`config.mk`:
```
export PLATFORM = sky130hd
export DESIGN_NAME = md5_hash_engine_core
export DESIGN_NICKNAME = d
export VERILOG_FILES = /design/src/rtl/md5_pkg.sv /design/src/rtl/md5_hash_engine_core.sv /design/src/rtl/md5_ram.sv /design/src/rtl/md5_round.sv
export SDC_FILE = /design/constraint.sdc
export NUM_CORES = 2
export LEC_CHECK = 0
export BUFFER_PORTS_ARGS = -buffer_cell sky130_fd_sc_hd__buf_2
export CAP_MARGIN = 25
export CELL_PAD_IN_SITES_DETAIL_PLACEMENT = 0
export CELL_PAD_IN_SITES_GLOBAL_PLACEMENT = 1
export CORE_ASPECT_RATIO = 1.5
export CORE_MARGIN = 1
export CORE_UTILIZATION = 30
export DETAILED_ROUTE_END_ITERATION = 8
export PLACE_DENSITY = 0.57
export REMOVE_ABC_BUFFERS = 1
export SLEW_MARGIN = 5
export SYNTH_ARGS = -nofsm -noshare
export SYNTH_HDL_FRONTEND = slang
export SYNTH_SLANG_ARGS = --single-unit
```
`constraint.sdc`:
```
create_clock -name clk -period 26 [get_ports clk]
set_clock_uncertainty 0.2 [all_clocks]
set_input_delay 1.3 -clock clk [delete_from_list [all_inputs] [get_ports clk]]
set_output_delay 1.3 -clock clk [all_outputs]
set_load 0.005 [all_outputs]
```
`src/rtl/md5_pkg.sv`:
```
// Package for the MD5 hash engine: constants, round tables and state types.
// Used by md5_round and md5_hash_engine_core; depends on nothing.
package md5_pkg;

  localparam int WORD_W    = 32;
  localparam int BUF_DEPTH = 16;
  localparam int BUF_AW    = 4;

  localparam logic [31:0] IV_A = 32'h67452301;
  localparam logic [31:0] IV_B = 32'hefcdab89;
  localparam logic [31:0] IV_C = 32'h98badcfe;
  localparam logic [31:0] IV_D = 32'h10325476;
  localparam logic [31:0] PAD_BYTE = 32'h00000080;

  typedef enum logic [2:0] {
    ST_IDLE,
    ST_PAD,
    ST_LEN_LO,
    ST_LEN_HI,
    ST_ROUND,
    ST_FOLD,
    ST_OUT
  } state_t;

  typedef struct packed {
    logic [31:0] a;
    logic [31:0] b;
    logic [31:0] c;
    logic [31:0] d;
  } abcd_t;

  function automatic logic [31:0] round_const(input logic [5:0] r);
    logic [31:0] k;
    unique case (r)
      6'd0:  k = 32'hd76aa478; 6'd1:  k = 32'he8c7b756;
      6'd2:  k = 32'h242070db; 6'd3:  k = 32'hc1bdceee;
      6'd4:  k = 32'hf57c0faf; 6'd5:  k = 32'h4787c62a;
      6'd6:  k = 32'ha8304613; 6'd7:  k = 32'hfd469501;
      6'd8:  k = 32'h698098d8; 6'd9:  k = 32'h8b44f7af;
      6'd10: k = 32'hffff5bb1; 6'd11: k = 32'h895cd7be;
      6'd12: k = 32'h6b901122; 6'd13: k = 32'hfd987193;
      6'd14: k = 32'ha679438e; 6'd15: k = 32'h49b40821;
      6'd16: k = 32'hf61e2562; 6'd17: k = 32'hc040b340;
      6'd18: k = 32'h265e5a51; 6'd19: k = 32'he9b6c7aa;
      6'd20: k = 32'hd62f105d; 6'd21: k = 32'h02441453;
      6'd22: k = 32'hd8a1e681; 6'd23: k = 32'he7d3fbc8;
      6'd24: k = 32'h21e1cde6; 6'd25: k = 32'hc33707d6;
      6'd26: k = 32'hf4d50d87; 6'd27: k = 32'h455a14ed;
      6'd28: k = 32'ha9e3e905; 6'd29: k = 32'hfcefa3f8;
      6'd30: k = 32'h676f02d9; 6'd31: k = 32'h8d2a4c8a;
      6'd32: k = 32'hfffa3942; 6'd33: k = 32'h8771f681;
      6'd34: k = 32'h6d9d6122; 6'd35: k = 32'hfde5380c;
      6'd36: k = 32'ha4beea44; 6'd37: k = 32'h4bdecfa9;
      6'd38: k = 32'hf6bb4b60; 6'd39: k = 32'hbebfbc70;
      6'd40: k = 32'h289b7ec6; 6'd41: k = 32'heaa127fa;
      6'd42: k = 32'hd4ef3085; 6'd43: k = 32'h04881d05;
      6'd44: k = 32'hd9d4d039; 6'd45: k = 32'he6db99e5;
      6'd46: k = 32'h1fa27cf8; 6'd47: k = 32'hc4ac5665;
      6'd48: k = 32'hf4292244; 6'd49: k = 32'h432aff97;
      6'd50: k = 32'hab9423a7; 6'd51: k = 32'hfc93a039;
      6'd52: k = 32'h655b59c3; 6'd53: k = 32'h8f0ccc92;
      6'd54: k = 32'hffeff47d; 6'd55: k = 32'h85845dd1;
      6'd56: k = 32'h6fa87e4f; 6'd57: k = 32'hfe2ce6e0;
      6'd58: k = 32'ha3014314; 6'd59: k = 32'h4e0811a1;
      6'd60: k = 32'hf7537e82; 6'd61: k = 32'hbd3af235;
      6'd62: k = 32'h2ad7d2bb; default: k = 32'heb86d391;
    endcase
    return k;
  endfunction

  function automatic logic [4:0] rot_amount(input logic [5:0] r);
    logic [4:0] s;
    unique case ({r[5:4], r[1:0]})
      4'd0:  s = 5'd7;  4'd1:  s = 5'd12; 4'd2:  s = 5'd17; 4'd3:  s = 5'd22;
      4'd4:  s = 5'd5;  4'd5:  s = 5'd9;  4'd6:  s = 5'd14; 4'd7:  s = 5'd20;
      4'd8:  s = 5'd4;  4'd9:  s = 5'd11; 4'd10: s = 5'd16; 4'd11: s = 5'd23;
      4'd12: s = 5'd6;  4'd13: s = 5'd10; 4'd14: s = 5'd15; default: s = 5'd21;
    endcase
    return s;
  endfunction

  // Message word used by round r.
  function automatic logic [3:0] msg_index(input logic [5:0] r);
    logic [3:0] i;
    logic [3:0] rl;
    rl = r[3:0];
    unique case (r[5:4])
      2'd0:    i = rl;
      2'd1:    i = 4'((rl << 2) + rl + 4'd1);
      2'd2:    i = 4'((rl << 1) + rl + 4'd5);
      default: i = 4'((rl << 3) - rl);
    endcase
    return i;
  endfunction

endpackage

```
`src/rtl/md5_hash_engine_core.sv`:
```
// MD5 hash engine top level: word intake, padding sequencer and round loop.
// Depends on md5_pkg, md5_ram and md5_round.
//
// Message words are taken one per transfer. Every sixteenth word starts a
// compression of 64 rounds, one per cycle, followed by a fold step that
// adds the result into the chaining value. The block buffer is a single
// RAM whose registered read port feeds the round unit, the read for round
// r+1 being issued during round r. On the last word the sequencer writes
// the pad word (if the last word was full), the zero words and the two
// length words itself, one per cycle, which may take one extra block. The
// ST_OUT step then moves the digest into the output register and
// reinitialises the engine, so the next message can be taken while the
// digest waits for its transfer. If a digest is still waiting when the
// next one is ready, the engine holds until the output register is free.
// No item is accepted while a block is compressed or padded.
module md5_hash_engine_core (
  input  logic        clk,
  input  logic        rst_n,
  input  logic        in_valid,
  output logic        in_ready,
  input  logic [31:0] in_data_word,
  input  logic [2:0]  in_byte_count,
  input  logic        in_last_word,
  output logic        out_valid,
  input  logic        out_ready,
  output logic [63:0] out_digest_low,
  output logic [63:0] out_digest_high
);
  import md5_pkg::*;

  localparam logic [BUF_AW-1:0] LAST_SLOT    = BUF_AW'(BUF_DEPTH - 1);
  localparam logic [BUF_AW-1:0] PRE_LEN_SLOT = BUF_AW'(BUF_DEPTH - 3);

  state_t state_r, state_nxt;
  abcd_t  cv_r, cv_nxt, wk_r, wk_nxt, rnd_out;
  logic [63:0] bits_r, bits_nxt;
  logic [BUF_AW-1:0] fill_r, fill_nxt;
  logic [5:0] rnd_r, rnd_nxt;
  logic pend_r, pend_nxt;   // the tail of the message still has to be written
  logic pad_r, pad_nxt;     // the 0x80 word is still owed (last word was full)
  logic lenb_r, lenb_nxt;   // the length words are in: this block ends it
  logic out_valid_r, out_valid_nxt;
  logic [63:0] dlo_r, dlo_nxt, dhi_r, dhi_nxt;

  logic              wr_en;
  logic [BUF_AW-1:0] wr_addr, rd_addr;
  logic [31:0]       wr_data, rd_data;
  logic              full;

  logic in_fire, out_fire;
  logic [2:0] nb;
  logic [31:0] keep, lastw;

  assign in_fire  = in_valid && in_ready;
  assign out_fire = out_valid_r && out_ready;
  assign in_ready = (state_r == ST_IDLE);
  assign out_valid = out_valid_r;
  assign out_digest_low  = dlo_r;
  assign out_digest_high = dhi_r;

  md5_ram #(.WIDTH(WORD_W), .DEPTH(BUF_DEPTH)) u_buf (
    .clk(clk), .wr_en(wr_en), .wr_addr(wr_addr), .wr_data(wr_data),
    .rd_addr(rd_addr), .rd_data(rd_data)
  );

  md5_round u_round (.cur(wk_r), .rnd(rnd_r), .msg(rd_data), .nxt(rnd_out));

  always_comb begin
    nb = (in_byte_count > 3'd4) ? 3'd4 : in_byte_count;
    unique case (nb)
      3'd0:    keep = 32'h00000000;
      3'd1:    keep = 32'h000000ff;
      3'd2:    keep = 32'h0000ffff;
      3'd3:    keep = 32'h00ffffff;
      default: keep = 32'hffffffff;
    endcase
    lastw = (in_data_word & keep) | (PAD_BYTE << {nb[1:0], 3'b000});
  end

  // Buffer write and read addressing.
  always_comb begin
    wr_en   = 1'b0;
    wr_data = 32'h0;
    unique case (state_r)
      ST_IDLE: begin
        wr_en   = in_fire;
        wr_data = (in_last_word && nb != 3'd4) ? lastw : in_data_word;
      end
      ST_PAD: begin
        wr_en   = 1'b1;
        wr_data = pad_r ? PAD_BYTE : 32'h0;
      end
      ST_LEN_LO: begin
        wr_en   = 1'b1;
        wr_data = bits_r[31:0];
      end
      ST_LEN_HI: begin
        wr_en   = 1'b1;
        wr_data = bits_r[63:32];
      end
      default: ;
    endcase
    wr_addr = fill_r;
    full    = (fill_r == LAST_SLOT);
    rd_addr = (state_r == ST_ROUND) ? msg_index(rnd_r + 6'd1) : msg_index(6'd0);
  end

  // Next state.
  always_comb begin
    state_nxt = state_r;
    unique case (state_r)
      ST_IDLE: begin
        if (in_fire) begin
          if (full) state_nxt = ST_ROUND;
          else if (in_last_word) begin
            state_nxt = (nb != 3'd4 && fill_r == PRE_LEN_SLOT) ? ST_LEN_LO : ST_PAD;
          end
        end
      end
      ST_PAD: begin
        if (full) state_nxt = ST_ROUND;
        else if (fill_r == PRE_LEN_SLOT) state_nxt = ST_LEN_LO;
      end
      ST_LEN_LO: state_nxt = ST_LEN_HI;
      ST_LEN_HI: state_nxt = ST_ROUND;
      ST_ROUND:  if (rnd_r == 6'd63) state_nxt = ST_FOLD;
      ST_FOLD: begin
        if (lenb_r) state_nxt = ST_OUT;
        else if (pend_r) state_nxt = ST_PAD;
        else state_nxt = ST_IDLE;
      end
      ST_OUT: if (!out_valid_r || out_fire) state_nxt = ST_IDLE;
      default: state_nxt = ST_IDLE;
    endcase
  end

  // Datapath and flag updates.
  always_comb begin
    cv_nxt        = cv_r;
    wk_nxt        = wk_r;
    bits_nxt      = bits_r;
    fill_nxt      = wr_en ? BUF_AW'(fill_r + 1'b1) : fill_r;
    rnd_nxt       = rnd_r;
    pend_nxt      = pend_r;
    pad_nxt       = pad_r;
    lenb_nxt      = lenb_r;
    out_valid_nxt = out_valid_r && !out_fire;
    dlo_nxt       = dlo_r;
    dhi_nxt       = dhi_r;
    unique case (state_r)
      ST_IDLE: begin
        if (in_fire) begin
          bits_nxt = bits_r + (in_last_word ? 64'({nb, 3'b000}) : 64'd32);
          if (in_last_word) begin
            pend_nxt = 1'b1;
            pad_nxt  = (nb == 3'd4);
          end
        end
      end
      ST_PAD:    pad_nxt  = 1'b0;
      ST_LEN_HI: lenb_nxt = 1'b1;
      ST_ROUND: begin
        wk_nxt  = rnd_out;
        rnd_nxt = rnd_r + 6'd1;
      end
      ST_FOLD: begin
        cv_nxt.a = cv_r.a + wk_r.a;
        cv_nxt.b = cv_r.b + wk_r.b;
        cv_nxt.c = cv_r.c + wk_r.c;
        cv_nxt.d = cv_r.d + wk_r.d;
      end
      ST_OUT: begin
        if (!out_valid_r || out_fire) begin
          dlo_nxt       = {cv_r.b, cv_r.a};
          dhi_nxt       = {cv_r.d, cv_r.c};
          out_valid_nxt = 1'b1;
          cv_nxt        = '{a: IV_A, b: IV_B, c: IV_C, d: IV_D};
          bits_nxt      = 64'd0;
          fill_nxt      = '0;
          pend_nxt      = 1'b0;
          pad_nxt       = 1'b0;
          lenb_nxt      = 1'b0;
        end
      end
      default: ;
    endcase
    // The working copy is loaded from the chaining value as a block starts.
    if (state_r != ST_ROUND && state_nxt == ST_ROUND) begin
      wk_nxt  = cv_r;
      rnd_nxt = 6'd0;
    end
  end

  always_ff @(posedge clk) begin
    if (!rst_n) begin
      state_r     <= ST_IDLE;
      cv_r        <= '{a: IV_A, b: IV_B, c: IV_C, d: IV_D};
      wk_r        <= '0;
      bits_r      <= 64'd0;
      fill_r      <= '0;
      pend_r      <= 1'b0;
      pad_r       <= 1'b0;
      lenb_r      <= 1'b0;
      rnd_r       <= 6'd0;
      out_valid_r <= 1'b0;
      dlo_r       <= 64'd0;
      dhi_r       <= 64'd0;
    end else begin
      state_r     <= state_nxt;
      cv_r        <= cv_nxt;
      wk_r        <= wk_nxt;
      bits_r      <= bits_nxt;
      fill_r      <= fill_nxt;
      pend_r      <= pend_nxt;
      pad_r       <= pad_nxt;
      lenb_r      <= lenb_nxt;
      rnd_r       <= rnd_nxt;
      out_valid_r <= out_valid_nxt;
      dlo_r       <= dlo_nxt;
      dhi_r       <= dhi_nxt;
    end
  end

  a_no_accept_busy: assert property (@(posedge clk) disable iff (!rst_n)
    (state_r == ST_ROUND) |-> !in_ready)
    else $error("input accepted during compression");
  a_round_adv: assert property (@(posedge clk) disable iff (!rst_n)
    (state_r == ST_ROUND && rnd_r != 6'd63) |=> (state_r == ST_ROUND))
    else $error("round loop left early");
  a_out_hold: assert property (@(posedge clk) disable iff (!rst_n)
    (out_valid && !out_ready) |=>
      (out_valid && $stable(out_digest_low) && $stable(out_digest_high)))
    else $error("digest changed while stalled");

endmodule

```
`src/rtl/md5_ram.sv`:
```
// Generic single-port-write, single-port-read RAM with a registered read.
// Stand-alone; used by md5_hash_engine_core for the block buffer.
module md5_ram #(
  parameter int WIDTH = 32,
  parameter int DEPTH = 16
) (
  input  logic                     clk,
  input  logic                     wr_en,
  input  logic [$clog2(DEPTH)-1:0] wr_addr,
  input  logic [WIDTH-1:0]         wr_data,
  input  logic [$clog2(DEPTH)-1:0] rd_addr,
  output logic [WIDTH-1:0]         rd_data
);

  logic [WIDTH-1:0] mem [DEPTH];

  always_ff @(posedge clk) begin
    if (wr_en) begin
      mem[wr_addr] <= wr_data;
    end
    rd_data <= mem[rd_addr];
  end

endmodule

```
`src/rtl/md5_round.sv`:
```
// One MD5 round step: mixing function, add chain and rotation.
// Depends on md5_pkg for the round tables and the abcd_t type.
module md5_round (
  input  md5_pkg::abcd_t  cur,
  input  logic [5:0]      rnd,
  input  logic [31:0]     msg,
  output md5_pkg::abcd_t  nxt
);
  import md5_pkg::*;

  logic [31:0] mix;
  logic [31:0] sum;
  logic [4:0]  sh;
  logic [63:0] dbl;

  always_comb begin
    unique case (rnd[5:4])
      2'd0:    mix = (cur.b & cur.c) | (~cur.b & cur.d);
      2'd1:    mix = (cur.b & cur.d) | (cur.c & ~cur.d);
      2'd2:    mix = cur.b ^ cur.c ^ cur.d;
      default: mix = cur.c ^ (cur.b | ~cur.d);
    endcase
    sum = cur.a + mix + round_const(rnd) + msg;
    sh  = rot_amount(rnd);
    dbl = {sum, sum} << sh;
    nxt.a = cur.d;
    nxt.d = cur.c;
    nxt.c = cur.b;
    nxt.b = cur.b + dbl[63:32];
  end

endmodule

```
# Yosys cells after proc, flatten, opt, wreduce, memory -nomap -nowiden
# Memory sizes are Yosys's and may differ from the RTL's. A register that Yosys moved wholly into a read port is not among the register bits.
# Cells that the tools add are included.
# op_classes
shift,2
order_cmp,1
eq_ne,23
addsub,16
n_mux,47
bitwise_logic,15
reduce_logical,26
# ops
operator,count
2-to-1 mux 128 bit,3
adder 32 bit,8
one-hot mux 128 bit (2 select lines),1
one-hot mux 32 bit (4 select lines),2
bitwise AND 32 bit,5
2-to-1 mux 64 bit,2
bitwise OR 32 bit,4
one-hot mux 64 bit (2 select lines),1
one-hot mux 32 bit (3 select lines),1
bitwise XOR 32 bit,3
adder 64 x 6 -> 64 bit,1
inverter 32 bit,2
<< shifter 64 x 5 -> 64 bit,1
2-to-1 mux 32 bit,1
<< shifter 8 x 5 -> 32 bit (first input constant),1
2-to-1 mux 3 bit,9
2-to-1 mux 4 bit,6
one-hot mux 3 bit (7 select lines),1
2-to-1 mux 6 bit,3
equality test 3 bit (second input constant),5
equality test 3 x 2 -> 1 bit (second input constant),4
one-hot mux 4 bit (3 select lines),1
2-to-1 mux 1 bit,10
adder 4 x 1 -> 4 bit (second input constant),2
other kinds (30),53
# word_totals
mem_count,3
regBits,465
word_cells,151
out_inout_bits,130
input_bits,40
romBits,2128
mem_bits_rw,512
# memory_table
memory,depth,width,read_ports,rd_ports_with_merged_regs,wr,line,rtl
(name not given),64,32,1,1,0,md5_pkg.sv:34,unique case (r)
u_buf.mem,16,32,1,1,1,md5_ram.sv:15,logic [WIDTH-1:0] mem [DEPTH];
(name not given),16,5,1,1,0,md5_pkg.sv:73,"unique case ({r[5:4], r[1:0]})"

# Depth between registers and ports, before layout
# logic_depth
ltp_word,13
ltp_mapped,41
depth_no_buf,38

# By module
# From an unflattened synthesis, not the netlist that was laid out.
# hier_totals
hier_cells,5799
area_unflattened_um2,58098.2
# modules_own_cells
mod,seq_area_each_um2,n_inst,area_per_inst_um2,cells_each
md5_hash_engine_core,9248.9,1,25451.9,3024
md5_ram,16015.4,1,19835.3,838
md5_round,0.0,1,12811.0,1937

# Worst setup path before layout
# Ideal clock, no wire load.
# synth_path
path_type,reg2reg
from,register rnd_r[5]
to,register wk_r[95] (netlist bit)
setup_time_ns,0.116
required_time_ns,25.684
path_slack_ns,17.631
stages_incl_launch_ff,36
n_path_buf,4
period_less_slack_ns,8.369
arrival_ns,8.053
cell_sequence,dfxtp_1 -> clkbuf_1 -> clkbuf_1 -> buf_1 -> xor2_1 -> nor3_1 -> o22ai_1 -> fa_1 -> inv_1 -> ha_1 -> buf_2 -> nand3_1 -> nor4_2 -> nor4b_2 -> or2_1 -> o31a_1 -> o21ai_1 -> xnor2_1 -> mux4_2 -> mux2_2 -> mux2_2 -> a21oi_1 -> ha_1 -> o21ai_0 -> o21a_1 -> o31ai_1 -> nor4b_1 -> nor2_1 -> o21ai_0 -> a221o_1 -> a311oi_1 -> nor3_1 -> a21o_1 -> a21oi_1 -> xnor3_1 -> a31o_1
# synth_via
elab_chain_len,9
word_cells_on_any_way,17
classes_between,add/sub: 4; eq/ne: 4; shift: 1; mux: 5; reduce/logical: 3
# synth_lines
element,line,rtl
"start, declared",md5_hash_engine_core.sv:38,"logic [5:0] rnd_r, rnd_nxt;"
"start signal, assigned",md5_hash_engine_core.sv:217,rnd_r <= rnd_nxt;
"equality test 2 bit, or another cell as far along",md5_round.sv:17,unique case (rnd[5:4])
one-hot mux 32 bit (3 select lines),md5_round.sv:17,
adder 32 bit (3 in series),md5_round.sv:23,sum = cur.a + mix + round_const(rnd) + msg;
<< shifter 64 x 5 -> 64 bit,md5_round.sv:25,"dbl = {sum, sum} << sh;"
adder 32 bit,md5_round.sv:29,nxt.b = cur.b + dbl[63:32];
2-to-1 mux 128 bit,md5_hash_engine_core.sv:150,unique case (state_r)
2-to-1 mux 128 bit,md5_hash_engine_core.sv:188,if (state_r != ST_ROUND && state_nxt == ST_ROUND) begin
"end signal, assigned",md5_hash_engine_core.sv:211,wk_r <= wk_nxt;
"end, declared",md5_hash_engine_core.sv:35,"abcd_t cv_r, cv_nxt, wk_r, wk_nxt, rnd_out;"
# Several ways; a longest one is shown, not always the timed one. The select of a mux whose other input is x is not followed.
# A chain may end at the register's enable or synchronous reset.

# Worst setup path in the final report
# layout_path
from,register rnd_r[4]
to,register wk_r[95] (netlist bit)
# Same word-level chain as after synthesis.

==> summary.txt <==
Synthesis
  – Cell taking the most area after synthesis: edfxtp_1
  – Yosys top cell area share: 27.0%
  – Post-synth EDFFs: 512
  – Warnings from Yosys: 0
  – Synth cell types: 100
  – Cells after synthesis: 6169
  – #FFs+latches synth: 1043
  – Most used DFF post-synth: dfxtp_1
  – Register area share after synthesis: 45.7%
  – Area contributors post-synth: edfxtp_1, dfxtp_1, nand2_1
  – Post-synth ARST share: 0%
  – Mapped cell area: 56900 sq um
  – Syn_area_per_cell: 9.23 sq um

Setup path
  – CP required: 26.42 ns
  – Slowest-stage cell, CP: buf_4
  – CP Capture Type: flip-flop
  – Startpoint Class: flip-flop
  – Arrival time worst endpoint: 10.98 ns
  – Crit-path most repeated cell: o21ai_0
  – Crit Path Max Fanout: 96
  – Worst-case reg-to-reg path depth: 34
  – Crit path largest cell delay: 0.75 ns
  – Crit Path Category: flip-flop to flip-flop

Drt
  – Detail Route Antenna Nets: 0
  – Drt wl/cell: 23.7 microns
  – Final WL: 206 mm
  – Drt initial violations: 3384
  – Number of vias per cell: 5.42
  – Drc violations: 0
  – DR pass1 iterations: 8
  – Routed via count: 47000

Clocking
  – Worst skew pair latency: 0.81 ns
  – Post-cts sizing count: 0
  – CTS Sinks: 1043
  – Total CTS buffers: 109
  – Setup Buffers After CTS: 0
  – Root buf cell: clkbuf_16
  – H-Tree Depth: 3
  – Reg clk slew, reported paths: 0.07 ns
  – Max clock buf depth: 3
  – Cts-stage hold buffer count: 0
  – Clock tree from TritonCTS: built

Placed design
  – HPWL Detailed: 138 mm
  – Routability cong.: 0.907
  – PortBufs: 169

Floorplan
  – Die height: 535 microns
  – Core footprint: 188000 sq um
  – Initial Util: 30.2%
  – Die Area: 191000 sq um
  – Io pins: 170
  – FP Rows: 195
  – Die width: 358 microns

Timing
  – Tcrit/Tclk final: 40.6%
  – Final setup viols: 0
  – Worst rel slew slack: 24.5%
  – Fin crit period: 10.56 ns
  – Setup repair after global routing missed its margin: no
  – Worst Tran Pin Value: 1.13 ns
  – Final slew viol count: 0
  – Setup TNS: 0 ns
  – Highest clock rate: 94.7 MHz
  – Final hold violations: 0
  – WHS: 0.248 ns

Power
  – PwrDens: 61.2 nW/um^2
  – Worst vdd ir: 0.0521 mV
  – Pleak: 23.5 nW

Cells and area
  – Register area: 26000 sq um
  – Share of layout cells above drive strength 1: 9.43%
  – # nets final: 6446
  – Fillcell total: 19500
  – Area grow syn2layout: 13.2%
  – Multi-input logic area: 28600 sq um
  – Utilization after layout: 34.2%

Hold path
  – WHS Path Cells: 2
  – Class of the worst hold path: flip-flop to flip-flop

Run status
  – Status: completed

GRT
  – Vias in the first global route: 46400
  – Grt ovf: 0
  – Initial antenna violation count: 1
  – First-pass GRT wire length: 304 mm
  – Largest net degree at the start of global routing: 207
  – Gr usage total: 21.1%

Job
  – Max-cap violations: 0
==> state kept, by name (all words and copies together), names as in the netlist, 5 cells and up, named ones only <==
register         count
u_buf.mem          512
cv_r               128
wk_r               128
out_digest_high     64
out_digest_low      64
bits_r              61
u_buf.rd_data       32
rnd_r                6
u_round.sh           5
==> power by group <==
group          leakage (nW)  switching (mW)  internal [mW]
combinational          12.6           0.280          0.142
clock                  1.97           0.725           1.03
sequential             8.97          0.0108           1.76
total                  23.5            1.02           2.92
==> final timing paths <==
kind	startpoint	endpoint	slack, ns
max	rnd_r[4]	wk_r[95]	15.44
min	out_digest_high[28]	out_digest_high[28]	0.25
max reg2reg	rnd_r[4]	wk_r[95]	15.44
min reg2reg	out_digest_high[28]	out_digest_high[28]	0.25
==> synthesized netlist by cell type, types with 9 or more instances <==
cell and n:
a22oi_1 36, mux2_2 36, xor2_1 129, o2111ai_1 10, o21a_1 36, xnor2_1 134, inv_1 222, nand2_1 867
a222oi_1 105, nand2b_1 34, ha_1 216, a211oi_1 188, o21ai_0 269, o22ai_1 61, edfxtp_1 512, nor2_1 509
and2_1 140, nor2b_1 27, buf_1 65, o22a_1 14, nand4_1 28, buf_2 17, nand3_1 99, or3_1 30
o211ai_1 29, mux2i_1 83, a21o_1 99, nor3_1 155, and4_1 9, a221oi_1 40, a21boi_0 9, a21oi_1 577
o21bai_1 16, fa_1 68, o221ai_1 38, dfxtp_1 531, a311oi_1 72, o31ai_1 18, a31oi_1 102, clkbuf_1 360
and3_1 31
==> final cells by class <==
type                            instances  area share [%]
Multi-Input combinational cell       4456            44.4
Sequential cell                      1043            40.4
Tap cell                             2462            4.78
Clock buffer                          129            4.57
Timing Repair Buffer                  285            2.79
Clock inverter                         76            1.69
Inverter                              227            1.33
Antenna cell                            1         0.00389
==> stage by stage <==
step | std cells | setup slack [ns] | instance area, sq um | power, mW
2_1_floorplan | 5726 | 5.77 | 55200 | 2.07
3_3_place_gp | 8463 | 15.47 | 60300 | 2.23
3_5_place_dp | 8466 | 15.46 | 60300 | 2.23
4_1_cts | 8671 | 15.37 | 64300 | 4.00
5_1_grt | 8679 | 14.58 | 64400 | 4.09
6_report | 8679 | 15.44 | 64400 | 3.94
==> worst max-delay path: cells and delay by family, from the launching register on <==
family / cells / cell delay, ns
buf+inv: 3 / 1.36
compound gates: 16 / 4.15
simple gates: 5 / 1.08
xor+xnor: 3 / 0.81
fa+ha+maj: 3 / 1.17
flops: 1 / 0.65
mux: 4 / 0.94
==> logic make-up (layout without fill, tap and decap cells) <==
family,count (synthesis),count (layout),synth area share [%]
AOI/OAI and AO/OA,1821,1821,21.1
DFF,1043,1043,45.7
and+or+nand+nor,1962,1962,15.1
buffers and inverters,670,717,4.47
xor gates and xnor gates,264,264,4.09
other,0,1,0
adders and majority gates,284,284,7.14
muxes,125,125,2.41
==> routing by layer <==
metal / global-route usage [%] / wire [microns]
met2: 38.4 / 106000
met4: 10.9 / 11500
met1: 23.9 / 80100
met5: 0 / 0
met3: 2.36 / 8240
==> layout by cell type (no fill, tap or decap), types with 16 or more instances in the layout <==
cell / synthesis / routed
o221ai_1: 38 / 38
mux2_2: 36 / 36
nor2b_1: 27 / 27
clkinv_2: 0 / 22
a222oi_1: 105 / 105
o22ai_1: 61 / 61
a311oi_1: 72 / 72
buf_2: 17 / 168
o31ai_1: 18 / 18
a221oi_1: 40 / 40
a21oi_1: 577 / 574
nand4_1: 28 / 28
ha_1: 216 / 216
a31oi_1: 102 / 102
clkinv_1: 4 / 17
xor2_1: 129 / 127
and3_1: 31 / 31
nand2b_1: 34 / 34
mux2i_1: 83 / 83
fa_1: 68 / 68
xnor2_1: 134 / 134
a211oi_1: 188 / 188
inv_1: 222 / 222
nand3_1: 99 / 97
or3_1: 30 / 30
nand2_1: 867 / 863
o211ai_1: 29 / 29
buf_4: 0 / 108
dfxtp_1: 531 / 528
edfxtp_1: 512 / 512
o21bai_1: 16 / 16
nor2_1: 509 / 494
o21a_1: 36 / 36
o21ai_0: 269 / 269
a21o_1: 99 / 99
clkbuf_16: 0 / 110
and2_1: 140 / 137
bufinv_16: 0 / 21
a22oi_1: 36 / 36
nor3_1: 155 / 149
(Power assumes the default switching activity.)
